File: config.mk
export PLATFORM = sky130hd
export DESIGN_NAME = qmi_tlv_response_parser
export DESIGN_NICKNAME = d
export VERILOG_FILES = /design/src/hw/rtl/qtrp_pkg.sv /design/src/hw/rtl/qtrp_core.sv /design/src/hw/rtl/qtrp_out_fifo.sv /design/src/hw/rtl/qmi_tlv_response_parser.sv
export SDC_FILE = /design/constraint.sdc
export NUM_CORES = 1
export LEC_CHECK = 0
export ABC_CLOCK_PERIOD_IN_PS = 6900
export BUFFER_PORTS_ARGS = -buffer_cell sky130_fd_sc_hd__buf_2
export CELL_PAD_IN_SITES_DETAIL_PLACEMENT = 1
export CELL_PAD_IN_SITES_GLOBAL_PLACEMENT = 1
export CORE_MARGIN = 2
export CORE_UTILIZATION = 25
export CTS_CLUSTER_DIAMETER = 200
export CTS_CLUSTER_SIZE = 40
export DETAILED_ROUTE_END_ITERATION = 6
export PLACE_DENSITY = 0.45
export SLEW_MARGIN = 20
export SYNTH_ARGS = -nofsm -noshare
export SYNTH_HDL_FRONTEND = slang
export SYNTH_SLANG_ARGS = --single-unit
File: constraint.sdc
create_clock -name i_clk -period 6.9 [get_ports i_clk]
set_clock_uncertainty 0.05 [all_clocks]
set_input_delay 0.69 -clock i_clk [delete_from_list [all_inputs] [get_ports i_clk]]
set_output_delay 0.69 -clock i_clk [all_outputs]
set_load 0.02 [all_outputs]
File: src/hw/rtl/qtrp_pkg.sv
// ============================================================================
// qtrp_pkg
// Shared types and constants of the response record parser: beat formats,
// parser modes, record tracking codes and summary status codes.
// ============================================================================
`default_nettype none

package qtrp_pkg;

    localparam int unsigned CFG_IDX_W  = 1;
    localparam int unsigned CFG_DATA_W = 16;

    localparam logic [CFG_IDX_W-1:0] CFG_WANTED_TYPE    = 1'd0;
    localparam logic [CFG_IDX_W-1:0] CFG_VALUE_CAPACITY = 1'd1;

    localparam logic [7:0]  WANTED_TYPE_RESET    = 8'd1;
    localparam logic [15:0] VALUE_CAPACITY_RESET = 16'd2;

    localparam logic [15:0] RECORDS_START = 16'd4;
    localparam logic [15:0] LAST_SKIP_POS = RECORDS_START - 16'd1;
    localparam logic [7:0]  RESULT_TYPE   = 8'd2;
    localparam logic [15:0] RESULT_LEN    = 16'd4;

    localparam int unsigned FIFO_DEPTH = 4;
    localparam int unsigned FIFO_PTR_W = $clog2(FIFO_DEPTH);
    localparam int unsigned FIFO_CNT_W = FIFO_PTR_W + 1;

    typedef enum logic [1:0] {
        MODE_SKIP   = 2'd0,
        MODE_HEADER = 2'd1,
        MODE_VALUE  = 2'd2
    } t_rec_mode;

    typedef enum logic [1:0] {
        RES_NONE    = 2'd0,
        RES_COLLECT = 2'd1,
        RES_BAD     = 2'd2,
        RES_DONE    = 2'd3
    } t_res_seen;

    typedef enum logic [1:0] {
        WNT_NONE = 2'd0,
        WNT_EMIT = 2'd1,
        WNT_BIG  = 2'd2,
        WNT_DONE = 2'd3
    } t_wnt_seen;

    typedef enum logic [2:0] {
        RS_OK        = 3'd0,
        RS_SHORT     = 3'd1,
        RS_NO_RESULT = 3'd2,
        RS_BAD_SIZE  = 3'd3,
        RS_MODEM_ERR = 3'd4
    } t_result_status;

    typedef enum logic [1:0] {
        WS_FOUND     = 2'd0,
        WS_NOT_FOUND = 2'd1,
        WS_TOO_BIG   = 2'd2,
        WS_TRUNCATED = 2'd3
    } t_wanted_status;

    localparam logic KIND_VALUE   = 1'b0;
    localparam logic KIND_SUMMARY = 1'b1;

    typedef struct packed {
        logic [7:0] data_byte;
        logic       last_byte;
    } t_in_beat;

    typedef struct packed {
        logic        kind;
        logic [7:0]  value_byte;
        logic [15:0] value_offset;
        logic [15:0] message_id;
        logic [2:0]  result_status;
        logic [15:0] modem_error;
        logic [1:0]  wanted_status;
        logic [15:0] wanted_length;
        logic        end_flag;
    } t_out_beat;

    typedef struct packed {
        logic [1:0] count;
        t_out_beat  first;
        t_out_beat  second;
    } t_push_pair;

endpackage

`default_nettype wire

File: src/hw/rtl/qtrp_core.sv
// ============================================================================
// qtrp_core
// Parser state and per-byte step logic: tracks position, record headers and
// record values, and produces up to two result beats per input byte.
// ============================================================================
`default_nettype none

module qtrp_core
    import qtrp_pkg::*;
(
    input  wire logic                  i_clk,
    input  wire logic                  i_rst_n,
    input  wire logic                  i_cfg_we,
    input  wire logic [CFG_IDX_W-1:0]  i_cfg_index,
    input  wire logic [CFG_DATA_W-1:0] i_cfg_data,
    input  wire logic                  i_valid,
    input  wire t_in_beat              i_beat,
    output t_push_pair                 o_push
);

    logic [7:0]  r_wanted_type;
    logic [15:0] r_value_cap;

    logic [15:0] r_byte_pos,    n_byte_pos;
    logic [15:0] r_next_start,  n_next_start;
    logic [7:0]  r_rec_type,    n_rec_type;
    logic [15:0] r_rec_len,     n_rec_len;
    t_rec_mode   r_mode,        n_mode;
    logic [15:0] r_id,          n_id;
    logic [31:0] r_words,       n_words;
    t_res_seen   r_res_seen,    n_res_seen;
    t_wnt_seen   r_wnt_seen,    n_wnt_seen;
    logic [15:0] r_wanted_len,  n_wanted_len;

    logic [15:0]    rel_pos;
    logic [15:0]    hdr_len;
    logic           short_msg;
    logic           emit;
    t_result_status res_status;
    t_wanted_status wnt_status;
    t_out_beat      value_beat;
    t_out_beat      summary_beat;

    always_ff @(posedge i_clk) begin
        if (!i_rst_n) begin
            r_wanted_type <= WANTED_TYPE_RESET;
            r_value_cap   <= VALUE_CAPACITY_RESET;
        end else if (i_cfg_we) begin
            unique case (i_cfg_index)
                CFG_WANTED_TYPE:    r_wanted_type <= i_cfg_data[7:0];
                CFG_VALUE_CAPACITY: r_value_cap   <= i_cfg_data;
                default: ;
            endcase
        end
    end

    always_ff @(posedge i_clk) begin
        if (!i_rst_n) begin
            r_byte_pos   <= '0;
            r_next_start <= RECORDS_START;
            r_rec_type   <= '0;
            r_rec_len    <= '0;
            r_mode       <= MODE_SKIP;
            r_id         <= '0;
            r_words      <= '0;
            r_res_seen   <= RES_NONE;
            r_wnt_seen   <= WNT_NONE;
            r_wanted_len <= '0;
        end else if (i_valid) begin
            r_byte_pos   <= n_byte_pos;
            r_next_start <= n_next_start;
            r_rec_type   <= n_rec_type;
            r_rec_len    <= n_rec_len;
            r_mode       <= n_mode;
            r_id         <= n_id;
            r_words      <= n_words;
            r_res_seen   <= n_res_seen;
            r_wnt_seen   <= n_wnt_seen;
            r_wanted_len <= n_wanted_len;
        end
    end

    always_comb begin
        n_byte_pos   = r_byte_pos + 16'd1;
        n_next_start = r_next_start;
        n_rec_type   = r_rec_type;
        n_rec_len    = r_rec_len;
        n_mode       = r_mode;
        n_id         = r_id;
        n_words      = r_words;
        n_res_seen   = r_res_seen;
        n_wnt_seen   = r_wnt_seen;
        n_wanted_len = r_wanted_len;
        rel_pos      = r_byte_pos - r_next_start;
        hdr_len      = {i_beat.data_byte, r_rec_len[7:0]};
        short_msg    = 1'b0;
        emit         = 1'b0;

        unique case (r_mode)
            MODE_SKIP: begin
                if (r_byte_pos == 16'd0) begin
                    n_id      = {8'd0, i_beat.data_byte};
                    short_msg = i_beat.last_byte;
                end else if (r_byte_pos == 16'd1) begin
                    n_id = {i_beat.data_byte, r_id[7:0]};
                end else if (r_byte_pos == LAST_SKIP_POS) begin
                    n_mode       = MODE_HEADER;
                    n_next_start = RECORDS_START;
                end
            end
            MODE_HEADER: begin
                if (rel_pos == 16'd0) begin
                    n_rec_type = i_beat.data_byte;
                end else if (rel_pos == 16'd1) begin
                    n_rec_len = {8'd0, i_beat.data_byte};
                end else begin
                    n_rec_len = hdr_len;
                    if (!i_beat.last_byte) begin
                        if (r_rec_type == r_wanted_type && r_wnt_seen == WNT_NONE) begin
                            n_wanted_len = hdr_len;
                            if (hdr_len > r_value_cap) begin
                                n_wnt_seen = WNT_BIG;
                            end else if (hdr_len == 16'd0) begin
                                n_wnt_seen = WNT_DONE;
                            end else begin
                                n_wnt_seen = WNT_EMIT;
                            end
                        end
                        if (r_rec_type == RESULT_TYPE && r_res_seen == RES_NONE) begin
                            n_words    = '0;
                            n_res_seen = (hdr_len == RESULT_LEN) ? RES_COLLECT : RES_BAD;
                        end
                        n_next_start = r_byte_pos + 16'd1;
                        n_mode       = (hdr_len == 16'd0) ? MODE_HEADER : MODE_VALUE;
                    end
                end
            end
            MODE_VALUE: begin
                emit = (r_wnt_seen == WNT_EMIT);
                if (r_res_seen == RES_COLLECT && rel_pos < RESULT_LEN) begin
                    n_words[8*rel_pos[1:0] +: 8] = i_beat.data_byte;
                end
                if (rel_pos == r_rec_len - 16'd1) begin
                    if (r_wnt_seen == WNT_EMIT) begin
                        n_wnt_seen = WNT_DONE;
                    end
                    if (r_res_seen == RES_COLLECT) begin
                        n_res_seen = RES_DONE;
                    end
                    n_next_start = r_byte_pos + 16'd1;
                    n_mode       = MODE_HEADER;
                end
            end
            default: ;
        endcase

        if (short_msg) begin
            res_status = RS_SHORT;
        end else if (n_res_seen == RES_NONE) begin
            res_status = RS_NO_RESULT;
        end else if (n_res_seen != RES_DONE) begin
            res_status = RS_BAD_SIZE;
        end else if (n_words[15:0] != 16'd0) begin
            res_status = RS_MODEM_ERR;
        end else begin
            res_status = RS_OK;
        end

        unique case (n_wnt_seen)
            WNT_NONE: wnt_status = WS_NOT_FOUND;
            WNT_EMIT: wnt_status = WS_TRUNCATED;
            WNT_BIG:  wnt_status = WS_TOO_BIG;
            default:  wnt_status = WS_FOUND;
        endcase

        value_beat              = '0;
        value_beat.kind         = KIND_VALUE;
        value_beat.value_byte   = i_beat.data_byte;
        value_beat.value_offset = rel_pos;

        summary_beat               = '0;
        summary_beat.kind          = KIND_SUMMARY;
        summary_beat.message_id    = short_msg ? 16'd0 : n_id;
        summary_beat.result_status = res_status;
        summary_beat.modem_error   = (res_status == RS_MODEM_ERR) ? n_words[31:16] : 16'd0;
        summary_beat.wanted_status = wnt_status;
        summary_beat.wanted_length = (n_wnt_seen == WNT_NONE) ? 16'd0 : n_wanted_len;
        summary_beat.end_flag      = 1'b1;

        o_push = '0;
        if (i_valid) begin
            if (emit) begin
                o_push.first = value_beat;
                if (i_beat.last_byte) begin
                    o_push.second = summary_beat;
                    o_push.count  = 2'd2;
                end else begin
                    o_push.count  = 2'd1;
                end
            end else if (i_beat.last_byte) begin
                o_push.first = summary_beat;
                o_push.count = 2'd1;
            end
        end

        if (i_beat.last_byte) begin
            n_byte_pos   = '0;
            n_next_start = RECORDS_START;
            n_rec_type   = '0;
            n_rec_len    = '0;
            n_mode       = MODE_SKIP;
            n_id         = '0;
            n_words      = '0;
            n_res_seen   = RES_NONE;
            n_wnt_seen   = WNT_NONE;
            n_wanted_len = '0;
        end
    end

`ifndef NO_ASSERTIONS
    a_last_restarts: assert property (@(posedge i_clk) disable iff (!i_rst_n)
        (i_valid && i_beat.last_byte) |=> (r_byte_pos == 16'd0 && r_mode == MODE_SKIP))
        else $error("parser did not restart after the last beat");

    a_wanted_sticky: assert property (@(posedge i_clk) disable iff (!i_rst_n)
        (i_valid && !i_beat.last_byte && r_wnt_seen != WNT_NONE)
        |=> (r_wnt_seen != WNT_NONE))
        else $error("wanted record tracking lost within a message");
`endif

endmodule

`default_nettype wire

File: src/hw/rtl/qtrp_out_fifo.sv
// ============================================================================
// qtrp_out_fifo
// Result queue: takes up to two result beats per cycle from the step logic
// and hands them to the output channel one beat per cycle unless stalled.
// ============================================================================
`default_nettype none

module qtrp_out_fifo
    import qtrp_pkg::*;
(
    input  wire logic       i_clk,
    input  wire logic       i_rst_n,
    input  wire t_push_pair i_push,
    input  wire logic       i_stall,
    output logic            o_valid,
    output t_out_beat       o_beat,
    output logic            o_space
);

    t_out_beat r_mem [FIFO_DEPTH];

    logic [FIFO_PTR_W-1:0] r_wr_ptr, n_wr_ptr;
    logic [FIFO_PTR_W-1:0] r_rd_ptr, n_rd_ptr;
    logic [FIFO_CNT_W-1:0] r_count,  n_count;
    logic [FIFO_PTR_W-1:0] wr_ptr_second;
    logic                  pop;

    assign wr_ptr_second = r_wr_ptr + FIFO_PTR_W'(1);
    assign o_valid       = (r_count != '0);
    assign o_beat        = r_mem[r_rd_ptr];
    assign o_space       = (r_count <= FIFO_CNT_W'(FIFO_DEPTH - 2));
    assign pop           = o_valid && !i_stall;

    always_comb begin
        n_wr_ptr = r_wr_ptr + FIFO_PTR_W'(i_push.count);
        n_rd_ptr = pop ? r_rd_ptr + FIFO_PTR_W'(1) : r_rd_ptr;
        n_count  = r_count + FIFO_CNT_W'(i_push.count) - FIFO_CNT_W'(pop);
    end

    always_ff @(posedge i_clk) begin
        if (i_push.count != 2'd0) begin
            r_mem[r_wr_ptr] <= i_push.first;
        end
        if (i_push.count == 2'd2) begin
            r_mem[wr_ptr_second] <= i_push.second;
        end
    end

    always_ff @(posedge i_clk) begin
        if (!i_rst_n) begin
            r_wr_ptr <= '0;
            r_rd_ptr <= '0;
            r_count  <= '0;
        end else begin
            r_wr_ptr <= n_wr_ptr;
            r_rd_ptr <= n_rd_ptr;
            r_count  <= n_count;
        end
    end

`ifndef NO_ASSERTIONS
    a_no_overflow: assert property (@(posedge i_clk) disable iff (!i_rst_n)
        (i_push.count != 2'd0)
        |-> (FIFO_CNT_W'(i_push.count) <= FIFO_CNT_W'(FIFO_DEPTH) - r_count))
        else $error("result queue overflow");

    a_count_bound: assert property (@(posedge i_clk) disable iff (!i_rst_n)
        r_count <= FIFO_CNT_W'(FIFO_DEPTH))
        else $error("result queue count out of range");

    a_count_track: assert property (@(posedge i_clk) disable iff (!i_rst_n)
        (i_push.count != 2'd0 && !pop)
        |=> (r_count == $past(r_count) + FIFO_CNT_W'($past(i_push.count))))
        else $error("result queue count does not follow pushes");
`endif

endmodule

`default_nettype wire

File: src/hw/rtl/qmi_tlv_response_parser.sv
// ============================================================================
// qmi_tlv_response_parser
// Response message parser: walks the records of a response one byte per beat,
// streams the value bytes of the wanted record and closes each message with a
// summary beat.
//
// Input channel (i_valid, o_stall, i_beat): one message byte per beat, the
// last byte marked by last_byte. Output channel (o_valid, i_stall, o_beat):
// value beats (kind 0) and one summary beat (kind 1, end_flag 1) per message.
// Configuration: i_cfg_we writes register i_cfg_index from i_cfg_data; write
// only while no message is in flight.
// Throughput: one input byte per cycle while o_stall is low. A byte yields
// at most two beats; the output drains one beat per cycle while i_stall is
// low, through a four-entry result queue. An accepted byte waits in an input
// register until the queue has room and is then parsed into the queue.
// Reset: synchronous, active low; clears the parser and the queue and restores
// wanted_type to 1 and value_capacity to 2.
// Stall: when i_stall holds the output, the queue fills and o_stall rises once
// fewer than two queue entries are free and a byte waits; no beat is lost.
// ============================================================================
`default_nettype none

module qmi_tlv_response_parser
    import qtrp_pkg::*;
(
    input  wire logic                  i_clk,
    input  wire logic                  i_rst_n,
    input  wire logic                  i_cfg_we,
    input  wire logic [CFG_IDX_W-1:0]  i_cfg_index,
    input  wire logic [CFG_DATA_W-1:0] i_cfg_data,
    input  wire logic                  i_valid,
    output logic                       o_stall,
    input  wire t_in_beat              i_beat,
    output logic                       o_valid,
    input  wire logic                  i_stall,
    output t_out_beat                  o_beat
);

    logic       r_in_valid;
    t_in_beat   r_in_beat;
    logic       space;
    logic       advance;
    logic       accept;
    t_push_pair push;

    assign advance = r_in_valid && space;
    assign o_stall = r_in_valid && !space;
    assign accept  = i_valid && !o_stall;

    always_ff @(posedge i_clk) begin
        if (!i_rst_n) begin
            r_in_valid <= 1'b0;
        end else if (accept) begin
            r_in_valid <= 1'b1;
        end else if (advance) begin
            r_in_valid <= 1'b0;
        end
    end

    always_ff @(posedge i_clk) begin
        if (accept) begin
            r_in_beat <= i_beat;
        end
    end

    qtrp_core u_core (
        .i_clk       (i_clk),
        .i_rst_n     (i_rst_n),
        .i_cfg_we    (i_cfg_we),
        .i_cfg_index (i_cfg_index),
        .i_cfg_data  (i_cfg_data),
        .i_valid     (advance),
        .i_beat      (r_in_beat),
        .o_push      (push)
    );

    qtrp_out_fifo u_out_fifo (
        .i_clk   (i_clk),
        .i_rst_n (i_rst_n),
        .i_push  (push),
        .i_stall (i_stall),
        .o_valid (o_valid),
        .o_beat  (o_beat),
        .o_space (space)
    );

endmodule

`default_nettype wire
# --- After elaboration in Yosys (flattened, before gate mapping) ---
# Memory sizes are Yosys's and may differ from the RTL's. A register that Yosys moved wholly into a read port is not among the register bits.
# Cells that the tools add are included.
totals:
  regBits: 167
  wordCells: 177
  mem_bits_rw: 316
  in_bits: 31
  out_inout_bits: 81
  n_memories: 1
op_classes:
  eq_ne: 23
  n_reduce_logical: 32
  bitwise: 1
  shift: 2
  n_mux: 87
  addsub: 9
  order_cmp: 3
mem_list:
  columns: ["name", "words", "word_bits", "rd", "rd_ports_with_merged_regs", "wr", "line", "rtl"]
  rows:
  - ["u_out_fifo.r_mem", 4, 79, 1, 1, 2, "qtrp_out_fifo.sv:20", "t_out_beat r_mem [FIFO_DEPTH];"]
op_table:
  columns: ["op", "n"]
  rows:
  - ["16-bit 2-to-1 mux", 25]
  - ["32-bit 2-to-1 mux", 6]
  - ["160-bit 2-to-1 mux", 1]
  - ["79-bit 2-to-1 mux", 2]
  - ["81-bit 2-to-1 mux", 1]
  - ["80-bit 2-to-1 mux", 1]
  - ["32-bit one-hot mux with 2 select lines", 1]
  - ["2-bit 2-to-1 mux", 28]
  - ["16-bit logical NOT", 3]
  - ["16-bit one-hot mux with 3 select lines", 1]
  - ["5-bit negation with 34-bit output", 1]
  - ["8-bit by 34-bit variable shift with 32-bit output, first input constant", 1]
  - ["8-bit by 34-bit variable part select with 32-bit output", 1]
  - ["32-bit bitwise mux", 1]
  - ["16-bit by 1-bit == test with 1-bit output, second input constant", 2]
  - ["8-bit 2-to-1 mux", 3]
  - ["16-bit by 1-bit adder with 16-bit output, second input constant", 1]
  - ["16-bit == test", 1]
  - ["16-bit by 2-bit == test with 1-bit output, second input constant", 1]
  - ["16-bit by 3-bit == test with 1-bit output, second input constant", 1]
  - ["16-bit > comparator", 1]
  - ["16-bit by 3-bit less-than comparator with 1-bit output, second input constant", 1]
  - ["16-bit nonzero test", 1]
  - ["16-bit by 1-bit subtractor with 16-bit output, second input constant", 1]
  - ["29 further kinds", 71]

# --- Longest topological paths before layout ---
# Gate-level depths: netlist (run 1).
logic_depth:
  depth_word: 20
  ltp_mapped: 20
  depth_no_buf: 20

# --- Hierarchy ---
# From an unflattened synthesis (run 1), not the netlist that was laid out.
unflattened:
  hier_cells: 2063
  hier_area_um2: 25777.2
modules_own_cells:
  columns: ["mod", "n_inst", "area_per_inst_um2", "seq_area_each_um2", "cells_per_inst"]
  rows:
  - ["qtrp_out_fifo", 1, 15606.2, 9669.3, 817]
  - ["qtrp_core", 1, 9846.9, 3002.9, 1232]
  - ["qmi_tlv_response_parser", 1, 324.1, 290.3, 14]

# --- Worst setup path before layout (run 1) ---
# No wires, ideal clock.
synth_timing:
  path_kind: "flip-flop to flip-flop"
  from: "reg u_core.r_byte_pos[0]"
  to: "mem u_out_fifo.r_mem[0][19] in the netlist's numbering (data pin)"
  setup_ns: 0.159
  arrival_ns: 5.101
  path_stages_with_launch: 21
  period_less_slack_ns: 5.310
  required_ns: 6.691
  setup_slack_ns: 1.590
  path_buffers: 1
  path_cell_list: "dfxtp_1 inv_1 ha_1 fa_1 nand2b_1 a21oi_1 o2111ai_1 a31o_2 a2111oi_0 and4_1 buf_2 a21oi_1 and3_1 or2_2 ha_1 nand2b_1 a21oi_1 inv_1 nor3_1 a32oi_1 nor3_1"
synth_rtl:
  columns: ["item", "line", "rtl"]
  rows:
  - ["start: declaration", "qtrp_core.sv:24", "logic [15:0] r_byte_pos, n_byte_pos;"]
  - ["start signal: assignment", "qtrp_core.sv:70", "r_byte_pos <= n_byte_pos;"]
  - ["end: declaration", "qtrp_out_fifo.sv:20", null]

==> impl_metrics.tcl, run 1 <==
set metrics [dict create \
    cts_max_level 1 \
    overflow 0 \
    clk_latency_ps 590 \
    synth_area_leader_cell "edfxtp_1" \
    hp-class "input pin to flip-flop" \
    synth_top_area_share_pct 29.30 \
    antenna_found_initial 7 \
    pwr-share-comb_pct 20.2 \
    coreArea_mm2 0.09152 \
    p_clk_share_pct 25.4 \
    power.leakage_uw 0.008628 \
    drc 0 \
    finalCriticalPeriod_ps 6028 \
    critPathBufInv 5 \
    grt_max_degree 91 \
    synth_adder_area_share_pct 3.212 \
    synth_edf_count 225 \
    arrival_ps 6370 \
    ys_ff_latch 481 \
    cpPeakStageDelay_ps 510 \
    rows 111 \
    fin_crit_sh_pct 87.36 \
    clockRootBuffer "clkbuf_16" \
    synthFlopType "dfxtp_1" \
    timing.fmax_ghz 0.1659 \
    viasPerCell 5.007 \
    required_ps 7240 \
    postCtsSetupBuffers 0 \
    crit_path_end "u_out_fifo.r_mem[0][30]" \
    drt_iter0_markers 1061 \
    path_class "flip-flop to flip-flop" \
    drv_slew 0 \
    slew_headroom_pct 27.85 \
    synthMuxAreaShare_pct 8.882 \
    max_cap_viol_count 0 \
    cts_buffer_depth 3 \
    io_pins 112 \
    preCtsSetupSlack_ps 995.4 \
    ys_types 79 \
    clkTransAtPathRegs_ps 160 \
    firstDrtPassIters 4 \
    crit_fanout 17 \
    async_flop_share_pct 0 \
    worst_pin_slew_ps 1077 \
    die_y_um 307.7 \
    synth_area_mm2 0.02306 \
    cp.depth 22 \
    gp_routability_congestion 0.7935 \
    rsz0062_at_grt "false" \
    fin_ws_ps 872.1 \
    port_buffers 111 \
    worstReg2RegStart "u_core.r_byte_pos[0]" \
    synth_compound_area_share_pct 12.92 \
    crit_family "compound AO/OA/AOI/OAI gates" \
    reg2reg_depth 22 \
    yosys.area_share.simple_pct 16.97 \
    syn_inst 2109 \
    grt_pass1_vias 17480 \
    mostFrequentLayoutCell "dfxtp_1" \
    ir_drop_uv 198.9 \
    synth_area_per_cell_um2 10.93 \
    numCtsBuffers 16 \
    multi_input_area_mm2 0.01039 \
    power_density_mw_per_mm2 222.5 \
    crit_chain "inv_1 -> ha_1 -> fa_1 -> nand2b_1 -> a21oi_1 -> o2111ai_1 -> a31o_2 -> a2111oi_0 -> and4_1 -> buf_4 -> a21oi_1 -> and3_1 -> or2_2 -> ha_1 -> nand2b_1 -> a21oi_1 -> buf_4 -> inv_1 -> nor3_1 -> buf_4 -> a32oi_1 -> nor3_1" \
    num_vias 16680 \
    track_usage_pct 16.23 \
    drt-total-wl_mm 77.72 \
    yosys_warnings 0 \
    yosysSeqAreaShare_pct 51.52 \
    syn-num-nets 2198 \
    r2r_end "u_out_fifo.r_mem[0][30]" \
    net-switching-power_uw 1718 \
    cts_hold_buffers 0 \
    layout-drive-gt1-share_pct 14.48 \
    slowest_stage "dfxtp_1" \
    ant_nets 0 \
    grt_first_pass_wirelength_mm 116.6 \
    fin_tns_setup_ps 0 \
    fin_nets 2221 \
    setup_viol 0 \
    synth_top_family_by_area "simple AND/OR/NAND/NOR gates" \
    die_width_um 307.7 \
    start_kind "flip-flop" \
    post_cts_resized 0 \
    yosys-top-cells-area "edfxtp_1, dfxtp_1, mux4_2" \
    cp-end-kind "flip-flop" \
    power_frac_seq_pct 54.5 \
    start_util_pct 25.20 \
    status "finished clean" \
    numClockSinks 481 \
    final_cell_mix "dfxtp_1, edfxtp_1, nand2_1" \
    tritoncts "built" \
    intPower_uw 3935 \
    switching_share_pct 30.39 \
    hold_viol_final 0 \
    num-fill-cells 10160 \
    dieArea_mm2 0.09469 \
    wl_per_cell_um 23.33 \
    synthXorXnorAreaFrac_pct 2.832 \
    crit_path_start "u_core.r_byte_pos[0]" \
    r2r_slack_ps 870 \
    seqCellArea_mm2 0.01189 \
    place_hpwl_mm 51.73 \
    hold_slack_ps 220.7 \
    syn_to_final_growth_pct 10.17 \
]
==> synth_stat cells, types with 12 or more instances <==
cell / n
a21boi_0: 33
a21o_1: 12
a21oi_1: 47
a22o_1: 36
a22oi_1: 35
a32o_1: 38
a32oi_1: 16
and2_1: 38
and3_1: 45
buf_1: 12
buf_2: 19
clkbuf_1: 112
dfxtp_1: 256
edfxtp_1: 225
ha_1: 56
inv_1: 63
mux2i_1: 28
mux4_2: 78
nand2_1: 219
nand2b_1: 12
nand3_1: 52
nand4_1: 13
nor2_1: 168
nor2b_1: 59
nor3_1: 78
nor3_2: 17
nor4_1: 16
o21a_1: 12
o21ai_0: 95
o2bb2ai_1: 16
or3_1: 13
xnor2_1: 26
xor2_1: 28
==> routing by layer <==
layer / wire length, um / part of all wire [%] / track usage [%]
met5: 0 / 0 / 0
met4: 1176 / 1.5 / 2.950
met3: 1972 / 2.5 / 1.693
met2: 38150 / 49 / 28.31
met1: 36420 / 47 / 21.82
==> worst register-to-register path: cells and delay by family, from the launching register on <==
family	cells	cell delay (ps)
AO/OA/AOI/OAI	7	1690
flip-flops	1	510
buffers and inverters	5	930
adder cells (fa/ha/maj)	3	1000
AND/OR/NAND/NOR	7	1640
==> state kept, by name, summed over array words and instances, names as in the netlist, 3 cells and up, named ones only <==
register and count:
u_core.r_next_start 16, u_core.r_rec_type 8, u_core.r_value_cap 16, u_out_fifo.r_mem 312, r_in_beat 9, u_core.r_byte_pos 16
u_core.r_wanted_type 8, u_core.r_id 16, u_core.r_words 32, u_out_fifo.r_count 3, u_core.r_wanted_len 16, u_core.r_rec_len 16
==> metrics by stage <==
step / instance area (um2) / total power [uW] / utilization (%) / std cells
2_1_floorplan: 23060 / 3890 / - / 2109
3_3_place_gp: 24870 / 4314 / 27.17 / 3299
3_5_place_dp: 24870 / 4325 / 27.18 / 3299
4_1_cts: 25370 / 5767 / 27.72 / 3326
5_1_grt: 25400 / 5917 / 27.75 / 3329
6_report: 25410 / 5653 / 27.76 / 3331
==> power by group through the flow <==
stage          registers, uW  clock network, uW  logic [uW]
2_1_floorplan           3110                  0         778
3_3_place_gp            3140                  0        1170
3_5_place_dp            3140                  0        1180
4_1_cts                 3080               1500        1180
5_1_grt                 3090               1590        1240
6_report                3080               1430        1140
==> cells by family after synthesis <==
group                      Yosys count
muxes                              107
and+or+nand+nor                    780
AOI/OAI and AO/OA                  410
adders and majority gates           58
buffers and inverters              211
xor gates and xnor gates            62
DFF                                481
==> area by class of cell <==
cell class | count | share of cell area (%)
well taps | 1186 | 5.841
clock buffers | 24 | 1.778
multi-input cells | 1417 | 40.90
diodes | 4 | 0.03940
flip-flops and latches | 481 | 46.80
repair buffers | 153 | 3.516
clock inverters | 3 | 0.1871
inverters | 63 | 0.9456
==> how the worst min path moves through the flow <==
stage,from,endpoint,slack [ps],cells after the start
floorplan,u_out_fifo.r_mem[3][56],u_out_fifo.r_mem[3][56],370,2
global placement,u_out_fifo.r_mem[3][66],u_out_fifo.r_mem[3][66],380,2
detailed placement,u_out_fifo.r_mem[0][77],u_out_fifo.r_mem[0][77],400,2
CTS,i_beat[2],r_in_beat[2],180,1
global route,i_beat[4],r_in_beat[4],180,1
finish,i_beat[2],r_in_beat[2],220,1
No activity file was read; power rests on OpenSTA's default activity.
==> inputs of run 2 (changes only) <==
--- a/config.mk
+++ b/config.mk
@@ -9,13 +9,13 @@
 export BUFFER_PORTS_ARGS = -buffer_cell sky130_fd_sc_hd__buf_2
 export CELL_PAD_IN_SITES_DETAIL_PLACEMENT = 1
 export CELL_PAD_IN_SITES_GLOBAL_PLACEMENT = 1
+export CORE_ASPECT_RATIO = 1.1
 export CORE_MARGIN = 2
 export CORE_UTILIZATION = 25
 export CTS_CLUSTER_DIAMETER = 200
 export CTS_CLUSTER_SIZE = 40
 export DETAILED_ROUTE_END_ITERATION = 6
 export PLACE_DENSITY = 0.45
-export SLEW_MARGIN = 20
 export SYNTH_ARGS = -nofsm -noshare
 export SYNTH_HDL_FRONTEND = slang
 export SYNTH_SLANG_ARGS = --single-unit
==> impl_metrics.tcl, run 2 (synthesized netlist as in run 1, its figures left out) <==
set metrics [dict create \
    status "finished clean" \
    slew_headroom_pct 21.80 \
    top_register "u_out_fifo.r_mem" \
    ant_nets 0 \
    wl_per_cell_um 23.41 \
    firstDrtPassIters 5 \
    slowest_stage "or4_1" \
    track_usage_pct 16.28 \
    final_cell_mix "dfxtp_1, edfxtp_1, nand2_1" \
    gp_routability_congestion 0.7904 \
    start_kind "flip-flop" \
    rsz0062_at_grt "false" \
    die_width_um 293.6 \
    required_ps 7240 \
    fin_tns_setup_ps 0 \
    preCtsSetupSlack_ps 965.4 \
    drt-total-wl_mm 77.86 \
    hp-class "input pin to flip-flop" \
    cts_max_level 1 \
    port_buffers 111 \
    drc 0 \
    cpPeakStageDelay_ps 530 \
    grt_pass1_vias 17900 \
    hold_viol_final 0 \
    grt_max_degree 87 \
    clockRootBuffer "clkbuf_16" \
    postCtsSetupBuffers 0 \
    met3_length_mm 2.183 \
    arrival_ps 6410 \
    fin_crit_sh_pct 87.86 \
    finalCriticalPeriod_ps 6062 \
    fin_ws_ps 838.0 \
    crit_chain "inv_1 -> ha_1 -> fa_1 -> nand2b_1 -> a21oi_1 -> o2111ai_1 -> o211a_1 -> or4_1 -> a31oi_1 -> o2111ai_1 -> nor3_1 -> o22a_1 -> or2_2 -> ha_1 -> nand2b_1 -> a21oi_1 -> buf_4 -> inv_1 -> nor3_1 -> buf_4 -> a32oi_1 -> nor3_1" \
    utilization_pct 27.84 \
    tritoncts "built" \
    die_y_um 322.5 \
    wl_met2_mm 38.98 \
    crit_fanout 17 \
    dieArea_mm2 0.09469 \
    timing.fmax_ghz 0.1650 \
    reg.largest.list "u_out_fifo.r_mem: 312 flops, u_core.r_words: 32 flops" \
    cp-end-kind "flip-flop" \
    grt_first_pass_wirelength_mm 117.7 \
    power.leakage_uw 0.008630 \
    cts_hold_buffers 0 \
    cpMostUsedCell "nor3_1" \
    post_cts_resized 0 \
    power_density_mw_per_mm2 222.4 \
    largest_register_ffs 312 \
    top_layer_used "met5" \
    numCtsBuffers 16 \
    clkTransAtPathRegs_ps 160 \
    cts_buffer_depth 3 \
    setup_viol 0 \
    antenna_found_initial 6 \
    io_pins 112 \
    rows 116 \
    drv_slew 0 \
    numClockSinks 481 \
    fin_nets 2222 \
    wirelength_met1_mm 35.31 \
    worst_pin_slew_ps 1165 \
    ir_drop_uv 153.1 \
    num-fill-cells 10150 \
    drt_iter0_markers 828 \
    coreArea_mm2 0.09115 \
    max_cap_viol_count 0 \
    clk_latency_ps 590 \
    syn_to_final_growth_pct 10.05 \
    viasPerCell 5.036 \
    place_hpwl_mm 52.29 \
    layout-drive-gt1-share_pct 14.38 \
    num_vias 16750 \
    path_class "flip-flop to flip-flop" \
    total_power_uw 5644 \
    start_util_pct 25.30 \
    overflow 0 \
    mostFrequentLayoutCell "dfxtp_1" \
]
[run 2: changes by cell type in the layout (fill, tap and decap cells not counted), sizes merged]
cell and change:
buf +1, inv +1, clkinv -1
[run 2: area by class of cell]
type                       instances  area, um2  share of cell area [%]
inverter                          63      240.2                  0.9466
timing repair buffer             154      880.8                   3.471
clock buffer                      24      451.7                   1.780
sequential                       481      11890                   46.85
multi-input combinational       1417      10380                   40.89
tap                             1180       1476                   5.818
antenna                            4      10.01                 0.03944
clock inverter                     3      52.55                  0.2071
[run 2: path summary, 6_finish.rpt]
kind                           startpoint  cells after the start                       to  slack [ps]
hold / removal                  i_beat[6]                      1             r_in_beat[6]         220
setup / recovery     u_core.r_byte_pos[0]                     22  u_out_fifo.r_mem[3][32]         840
hold reg to reg   u_out_fifo.r_mem[2][54]                      2  u_out_fifo.r_mem[2][54]         410
setup reg to reg     u_core.r_byte_pos[0]                     22  u_out_fifo.r_mem[3][32]         840
[run 2: critical path, delay by kind of cell, from the launching register on]
family          cells  cell delay (ps)
simple gates        7             1750
compound gates      8             1890
fa+ha+maj           3              950
buf+inv             4              730
flops               1              500
[run 2: per-layer routing]
layer / GRT usage [%] / vias to the layer above
met2: 29.20 / 223
met3: 1.564 / 63
met5: 0 / -
met4: 3.333 / 2
met1: 21.21 / 8677
li1: - / 7786
[run 2: through the flow]
stage	instances	hold slack, ps	cell area (um2)
after floorplan	2109	369.9	23060
after global placement	3295	379.3	24860
after detailed placement	3295	391.8	24860
after CTS	3322	185.7	25370
after global routing	3324	190.7	25370
final	3326	221.0	25380
[run 2: power by group]
group,switching [uW],internal [uW]
Clock,953,482
Sequential,97.6,3030
Combinational,661,423
